## src/hdl/otsu_pkg.sv

```systemverilog
// Shared widths, types and the pixel binning function of the Otsu threshold finder.
`default_nettype none
package otsu_pkg;
   localparam int COUNT_WIDTH = 23;
   localparam int SUM_W = COUNT_WIDTH + 8;
   localparam int GAP_W = SUM_W + COUNT_WIDTH;
   localparam int WP_W = 2 * COUNT_WIDTH;
   localparam int G2_W = 2 * GAP_W;
   localparam int CMP_W = G2_W + WP_W;
   localparam int MA_W = G2_W;
   localparam int MB_W = GAP_W;
   localparam int MP_W = MA_W + MB_W;
   localparam int BINS = 256;
   localparam int BIN_W = $clog2(BINS);
   localparam logic [BIN_W-1:0] BIN_MAX = BIN_W'(BINS - 1);
   localparam logic [BIN_W-1:0] NO_SPLIT_BIN = BIN_W'(127);
   localparam logic [COUNT_WIDTH-1:0] COUNT_MAX = {COUNT_WIDTH{1'b1}};

   typedef struct packed {
      logic                 inc;
      logic                 rd;
      logic [BIN_W-1:0]     addr;
      logic                 clear;
   } hist_ctl_type;

   function automatic logic [BIN_W-1:0] pixel_bin(input logic [15:0] raw);
      logic [11:0] b;
      b = 12'((17'(raw[14:0]) + 17'd8) >> 4);
      if (raw[15]) begin
         return '0;
      end else if (b > 12'(BINS - 1)) begin
         return BIN_MAX;
      end else begin
         return b[BIN_W-1:0];
      end
   endfunction
endpackage
`default_nettype wire

```

## src/hdl/otsu_mul.sv

```systemverilog
// Shift-and-add multiplier that retires one multiplier bit per cycle.
`default_nettype none
module otsu_mul
   import otsu_pkg::*;
(
   input  wire logic              clock,
   input  wire logic              reset,
   input  wire logic              start,
   input  wire logic [MA_W-1:0]   a,
   input  wire logic [MB_W-1:0]   b,
   output logic                   busy,
   output logic [MP_W-1:0]        product
);
   logic [MP_W-1:0] acc_ff;
   logic [MP_W-1:0] a_ff;
   logic [MB_W-1:0] b_ff;
   logic            busy_ff;

   always_ff @(posedge clock) begin
      if (reset) begin
         busy_ff <= 1'b0;
      end else if (start) begin
         acc_ff <= '0;
         a_ff <= MP_W'(a);
         b_ff <= b;
         busy_ff <= (b != '0);
      end else if (busy_ff) begin
         if (b_ff[0]) begin
            acc_ff <= acc_ff + a_ff;
         end
         a_ff <= a_ff << 1;
         b_ff <= b_ff >> 1;
         busy_ff <= ((b_ff >> 1) != '0);
      end
   end

   assign busy = busy_ff;
   assign product = acc_ff;
endmodule
`default_nettype wire

```

## config.mk

```make
export PLATFORM = sky130hd
export DESIGN_NAME = otsu_mul
export DESIGN_NICKNAME = d
export VERILOG_FILES = /design/src/hdl/otsu_pkg.sv /design/src/hdl/otsu_mul.sv
export SDC_FILE = /design/constraint.sdc
export NUM_CORES = 1
export LEC_CHECK = 0
export BUFFER_PORTS_ARGS = -buffer_cell sky130_fd_sc_hd__buf_4
export CAP_MARGIN = 20
export CORE_ASPECT_RATIO = 0.5
export CORE_MARGIN = 3
export CORE_UTILIZATION = 60
export DETAILED_ROUTE_END_ITERATION = 10
export PLACE_DENSITY = 0.84
export SYNTH_ARGS = -nofsm -noshare
export SYNTH_HDL_FRONTEND = slang
export SYNTH_SLANG_ARGS = --single-unit
export TNS_END_PERCENT = 50
```

## constraint.sdc

```tcl
create_clock -name clock -period 11.2 [get_ports clock]
set_input_delay 1.12 -clock clock [delete_from_list [all_inputs] [get_ports clock]]
set_output_delay 1.12 -clock clock [all_outputs]
set_load 0.005 [all_outputs]
```

==> impl_metrics.env, run 1 <==
export IMPL_tightest_slew_ps=1140
export IMPL_hold_end="a_ff[121]$_SDFFCE_PP0P_"
export IMPL_fin_nets=3269
export IMPL_gp_congestion=0.996
export IMPL_firstDrtPassIters=6
export IMPL_drt_iter0_markers=2251
export IMPL_max_cap_violations=0
export IMPL_ff2ff_setup_slack_ps=6520
export IMPL_post_cts_resize_count=0
export IMPL_via_per_inst=6.43
export IMPL_final_setup_viol_count=0
export IMPL_clock_sinks=379
export IMPL_hold_depth=1
export IMPL_synthArstFlopShare_pct=0
export IMPL_wl_um=81600
export IMPL_grt_ovfl_total=0
export IMPL_htreeDepth=2
export IMPL_cts_tree="done"
export IMPL_critPathRequiredTime_ps=11520
export IMPL_vias=22795
export IMPL_p_leak_uw=0.0116
export IMPL_ir_worst_vdd_mv=0.133
export IMPL_setup_slack_ps=6520
export IMPL_die_area_um2=46600
export IMPL_start_util_pct=61.7
export IMPL_io_buffers=327
export IMPL_cts_buffer_depth=3
export IMPL_min_path_type="reg2reg"
export IMPL_place_ws_ps=5650
export IMPL_ant_nets=0
export IMPL_clkSlewWorstSetupHoldPaths_ps=70
export IMPL_die_width_um=302
export IMPL_synth_seq_cells=379
export IMPL_synthFlopType="edfxtp_1"
export IMPL_cpPeakStageDelay_ps=500
export IMPL_fin_crit_sh_pct=41.8
export IMPL_grt_max_degree=163
export IMPL_crit_buf_inv=0
export IMPL_synth_net_count=3026
export IMPL_synthCells=2699
export IMPL_r2r_cells=11
export IMPL_cts_hold_repair_buffers=0
export IMPL_io_pin_count=328
export IMPL_avgRoutedWirePerCell_um=23.0
export IMPL_startpoint_type="register"
export IMPL_cp_end_kind="register"
export IMPL_fmax_mhz=214
export IMPL_seq_area_frac_synth_pct=43.2
export IMPL_drive_above_1_share_pct=20.1
export IMPL_status="finished, final reports clean"
export IMPL_globalRouteTotalUtil_pct=33.9
export IMPL_ys_types=89
export IMPL_cts_setup_buffers=0
export IMPL_avgSynthCellArea_um2=9.75
export IMPL_core_area_um2=42600
export IMPL_hpwlAfterDp_um=62400
export IMPL_antenna_cells=0
export IMPL_root_buffer="clkbuf_16"
export IMPL_cts_buffers=37
export IMPL_clock_latency_ps=580
export IMPL_drv_slew=0
export IMPL_hold_violations=0
export IMPL_fin_tns_setup_ps=0
export IMPL_slew_headroom_pct=23.4
export IMPL_grt_antenna_before_repair=0
export IMPL_cp_arrival_ps=5000
export IMPL_crit_type="reg2reg"
export IMPL_synth_area_um2=26300
export IMPL_crit_path_cell_trace="ha_1 -> nand2_1 -> nor4_1 -> nand4_1 -> or4_1 -> o32ai_1 -> nor2_1 -> o31a_1 -> o31ai_4 -> a211oi_1 -> mux2_1"
export IMPL_hp_start="a_ff[120]$_SDFFCE_PP0P_"
export IMPL_first_global_vias=22183
export IMPL_skew_ps=19.0
export IMPL_area_growth_pct=15.3
export IMPL_r2r_start="product[82]$_SDFFCE_PP0P_"
export IMPL_crit_family="simple AND/OR/NAND/NOR gates"
export IMPL_synth_edff_count=378
export IMPL_grt_pass1_wl_um=124000
export IMPL_fp_row_count=53
export IMPL_path_max_fanout=6
export IMPL_die_y_um=154
export IMPL_drc_errors=0
export IMPL_rsz0062_at_grt="no"
export IMPL_power_density_nw_per_um2=145
export IMPL_finalCriticalPeriod_ps=4680
export IMPL_yosys_warnings=0
export IMPL_r2r_end="product[152]$_SDFFCE_PP0P_"
export IMPL_slowest_stage="nor4_1"
export IMPL_cp_num_cells=11
[per-stage QoR]
| stage | power (uW) | util, % | instances | cell area (um^2) | hold slack [ps] |
|---|---|---|---|---|---|
| finish | 4400 | 71.1 | 3547 | 30300 | 582 |
| global route | 4580 | 71.1 | 3547 | 30300 | 607 |
| CTS | 4380 | 71.0 | 3544 | 30300 | 586 |
| detailed placement | 3080 | 68.1 | 3477 | 29100 | 558 |
| global placement | 3060 | 68.1 | 3477 | 29100 | 554 |
| floorplan | 2670 | - | 2699 | 26300 | 541 |
[layout make-up]
cell class	count	area, um^2
clock inverter	21	208
inverter	59	229
multi-input combinational	2129	14200
clock buffer	46	1000
timing repair buffer	336	2590
fill	3174	12300
sequential	379	11400
tap	577	722
[cells in the mapped netlist, types with 9 or more instances]
cell,number,share of area (%)
nand4_1,97,2.3
and2_1,11,0.26
o211ai_1,14,0.40
nor3_1,48,0.91
xor2_1,53,1.8
a211oi_1,14,0.40
a21o_1,71,2.0
xnor2_1,84,2.8
nor2_1,324,4.6
a21oi_1,267,5.1
o21ai_0,144,2.7
o21bai_1,56,1.6
mux2_2,167,7.1
a21boi_0,9,0.26
inv_1,59,0.84
clkbuf_1,108,1.5
buf_2,21,0.40
nand2b_1,9,0.21
a31oi_1,26,0.62
edfxtp_1,378,43
nor4_1,44,1.0
ha_1,161,7.7
o31ai_1,12,0.34
nand3_1,25,0.48
nand2_1,233,3.3
o21ai_1,10,0.19
nor2b_1,72,1.7
o21a_1,36,1.0
[cell families after synthesis]
family / count (synthesis) / synth area share (%)
flip-flops: 379 / 43.2
multiplexers: 172 / 7.35
AND/OR/NAND/NOR: 916 / 16.4
AO/OA/AOI/OAI: 742 / 17.9
XOR/XNOR: 137 / 4.56
adder cells (fa/ha/maj): 162 / 7.73
buffers and inverters: 191 / 2.84
[flip-flops by register name (all words and copies together), names as in the netlist]
| signal | flops |
|---|---|
| b_ff | 54 |
| product | 162 |
| a_ff | 162 |
| busy | 1 |
[power breakdown]
part           total, uW  switching (uW)  internal, uW
sequential          1780            67.5          1720
clock               1300             591           712
combinational       1310             793           519
[cell usage in the layout (no fill, tap or decap), types with 6 or more instances in the layout]
cell,count
a211oi_1,14
a21boi_0,9
a21o_1,71
a21oi_1,267
a31oi_1,26
and2_1,11
and3_1,8
buf_4,331
clkbuf_1,6
clkbuf_16,38
clkinv_1,8
edfxtp_1,378
ha_1,161
inv_1,58
mux2_2,167
nand2_1,233
nand2b_1,9
nand3_1,25
nand4_1,97
nor2_1,323
nor2b_1,72
nor3_1,48
nor4_1,44
o211ai_1,14
o21a_1,36
o21ai_0,144
o21ai_1,10
o21bai_1,56
o22ai_1,6
o31a_1,8
o31ai_1,12
or2_2,8
or3_1,8
xnor2_1,84
xor2_1,53
[layer usage]
| metal | routed length [um] | global-route usage (%) | part of all wire [%] | vias to the layer above |
|---|---|---|---|---|
| li1 | - | - | - | 10600 |
| met1 | 33600 | 44.4 | 41 | 10968 |
| met2 | 38900 | 56.9 | 48 | 1034 |
| met3 | 5740 | 5.42 | 7.0 | 193 |
| met4 | 3440 | 13.1 | 4.2 | 0 |
| met5 | 0 | 0 | 0 | - |
[worst register-to-register path, delay by kind of cell, from the launching register on]
kind	cells	cell delay [ps]
AND/OR/NAND/NOR	5	1740
AO/OA/AOI/OAI	4	1500
adder cells (fa/ha/maj)	1	420
flip-flops	1	410
multiplexers	1	350
[how the worst max path moves through the flow]
stage,from,endpoint,slack (ps)
floorplan,start,product[0]$_SDFFCE_PP0P_,1790
global placement,start,product[120]$_SDFFCE_PP0P_,5850
detailed placement,start,product[121]$_SDFFCE_PP0P_,5650
CTS,start,product[121]$_SDFFCE_PP0P_,6240
global route,a_ff[34]$_DFFE_PP_,product[156]$_SDFFCE_PP0P_,6380
finish,product[82]$_SDFFCE_PP0P_,product[152]$_SDFFCE_PP0P_,6520
Note: power is estimated with default switching activity, not from simulation.
==> inputs of run 2 (changes only) <==
--- a/config.mk
+++ b/config.mk
@@ -9,9 +9,9 @@
 export CAP_MARGIN = 20
 export CORE_ASPECT_RATIO = 0.5
 export CORE_MARGIN = 3
-export CORE_UTILIZATION = 60
+export CORE_UTILIZATION = 54
 export DETAILED_ROUTE_END_ITERATION = 10
-export PLACE_DENSITY = 0.84
+export PLACE_DENSITY = 0.8
 export SYNTH_ARGS = -nofsm -noshare
 export SYNTH_HDL_FRONTEND = slang
 export SYNTH_SLANG_ARGS = --single-unit
==> constraint.sdc (replaced) <==
create_clock -name clock -period 4.1 [get_ports clock]
set_input_delay 0.41 -clock clock [delete_from_list [all_inputs] [get_ports clock]]
set_output_delay 0.41 -clock clock [all_outputs]
set_load 0.005 [all_outputs]
==> run 2 against run 1 <==
Utilization shrank 4.8 points. Register-to-register slack lost 6500 ps. Critical path depth grew 3. Clock-buffer cell count shrank 4. Combinational power grew to 2.9 times the previous value. Setup slack lost 6500 ps. Wire length grew 2.3%. Sequential cell count is the same. Sequential power grew to 2.7 times the previous value. Clock power grew to 2.7 times the previous value.
==> impl_metrics.env, run 2 (same netlist as run 1, synthesis figures left out) <==
export IMPL_status="finished, final reports clean"
export IMPL_fmax_mhz=247
export IMPL_hold_depth=2
export IMPL_hold_violations=0
export IMPL_critPathRequiredTime_ps=4410
export IMPL_final_setup_viol_count=0
export IMPL_grt_pass1_wl_um=129000
export IMPL_gp_congestion=1.05
export IMPL_hold_slack_ps=145
export IMPL_ant_nets=0
export IMPL_ir_worst_vdd_mv=0.279
export IMPL_avgRoutedWirePerCell_um=22.3
export IMPL_fin_nets=3409
export IMPL_cts_buffer_depth=3
export IMPL_clock_sinks=379
export IMPL_hold_end="a_ff[51]$_DFFE_PP_"
export IMPL_die_width_um=318
export IMPL_clkSlewWorstSetupHoldPaths_ps=70
export IMPL_drc_errors=0
export IMPL_slew_headroom_pct=30.6
export IMPL_grt_antenna_before_repair=0
export IMPL_r2r_end="product[135]$_SDFFCE_PP0P_"
export IMPL_cp_end_kind="register"
export IMPL_drt_iter0_markers=2391
export IMPL_fp_row_count=56
export IMPL_root_buffer="clkbuf_16"
export IMPL_r2r_start="product[4]$_SDFFCE_PP0P_"
export IMPL_power_total_uw=12200
export IMPL_layout_common_cells="buf_4, edfxtp_1, nor2_1, a21oi_1, nand2_1"
export IMPL_grt_ovfl_total=0
export IMPL_core_area_um2=47500
export IMPL_fin_crit_sh_pct=98.7
export IMPL_startpoint_type="register"
export IMPL_vias=23429
export IMPL_drive_above_1_share_pct=24.4
export IMPL_tightest_slew_ps=1040
export IMPL_skew_ps=14.8
export IMPL_r2r_cells=14
export IMPL_nFillCells=3763
export IMPL_cp_arrival_ps=4360
export IMPL_cts_tree="done"
export IMPL_path_max_fanout=4
export IMPL_grt_max_degree=141
export IMPL_start_util_pct=55.4
export IMPL_final_cell_area_um2=31500
export IMPL_max_cap_violations=0
export IMPL_hpwlAfterDp_um=64500
export IMPL_min_path_type="in2reg"
export IMPL_first_global_vias=22985
export IMPL_power_density_nw_per_um2=387
export IMPL_htreeDepth=2
export IMPL_rsz0062_at_grt="yes"
export IMPL_antenna_cells=0
export IMPL_ff2ff_setup_slack_ps=50
export IMPL_io_buffers=327
export IMPL_cts_hold_repair_buffers=0
export IMPL_p_leak_uw=0.0123
export IMPL_utilization_pct=66.4
export IMPL_die_area_um2=51600
export IMPL_via_per_inst=6.26
export IMPL_globalRouteTotalUtil_pct=31.3
export IMPL_hp_start="a[51]"
export IMPL_io_pin_count=328
export IMPL_wl_um=83500
export IMPL_final_common_cell="buf_4"
export IMPL_drv_slew=0
export IMPL_die_y_um=162
export IMPL_cts_buffers=36
export IMPL_clock_latency_ps=570
export IMPL_area_growth_pct=19.8
export IMPL_crit_type="reg2reg"
export IMPL_firstDrtPassIters=6
export IMPL_finalCriticalPeriod_ps=4050
export IMPL_placed_cell_area_um2=30200
[run 2: how the worst max path moves through the flow]
stage                                            end  cells past startpoint  slack (ps)                      start
after floorplan                a_ff[0]$_SDFFCE_PN0P_                      5        -420                      start
after global placement    product[143]$_SDFFCE_PP0P_                     15        -160   product[4]$_SDFFCE_PP0P_
after detailed placement  product[143]$_SDFFCE_PP0P_                     15        -250   product[4]$_SDFFCE_PP0P_
after CTS                 product[158]$_SDFFCE_PP0P_                     15           1  product[81]$_SDFFCE_PP0P_
after global routing      product[134]$_SDFFCE_PP0P_                     14           2         a_ff[28]$_DFFE_PP_
final                     product[135]$_SDFFCE_PP0P_                     14          50   product[4]$_SDFFCE_PP0P_
[run 2: repair_timing]
| item | in CTS | in global routing |
|---|---|---|
| setup buffers | 0 | 2 |
| endpoints found under the setup margin | 7 | 26 |
| endpoints found under the hold margin | 0 | 0 |
| pin swaps | 0 | 4 |
| resized for setup | 7 | 25 |
[run 2: where the power goes]
part | switching (uW) | internal, uW
sequential | 184 | 4690
combinational | 2260 | 1600
clock | 1590 | 1900
[run 2: routing by layer]
metal / up-vias / share of wire [%] / track usage (%)
li1: 10876 / - / -
met1: 11325 / 42 / 43.0
met2: 1029 / 47 / 51.6
met3: 199 / 7.1 / 4.36
met4: 0 / 3.6 / 10.1
met5: - / 0 / 0
[run 2: area by class of cell]
cell class | instances | area [um^2] | share of cell area (%)
clock inverters | 21 | 226 | 0.718
repair buffers | 477 | 3640 | 11.5
flip-flops and latches | 379 | 11400 | 36.1
multi-input cells | 2129 | 14300 | 45.5
well taps | 638 | 798 | 2.53
clock buffers | 42 | 933 | 2.96
inverters | 59 | 225 | 0.714
[run 2: critical path: stages, from the launching register on]
cell,delay (ps)
edfxtp_1,410
ha_1,370
and2_1,190
a221oi_2,380
a211o_1,250
a21oi_4,90
o21ai_1,290
a2111oi_2,120
buf_4,180
o21ai_0,240
buf_4,200
a21oi_2,70
or2_2,310
a21boi_0,310
mux2_2,390
[run 2: through the flow]
step	TNS, ps	setup WS [ps]	instances
6_report	0	53.5	3745
5_1_grt	0	1.87	3745
4_1_cts	0	1.36	3743
3_5_place_dp	-529	-246	3680
3_3_place_gp	-243	-160	3680
2_1_floorplan	-91320	-423	2699
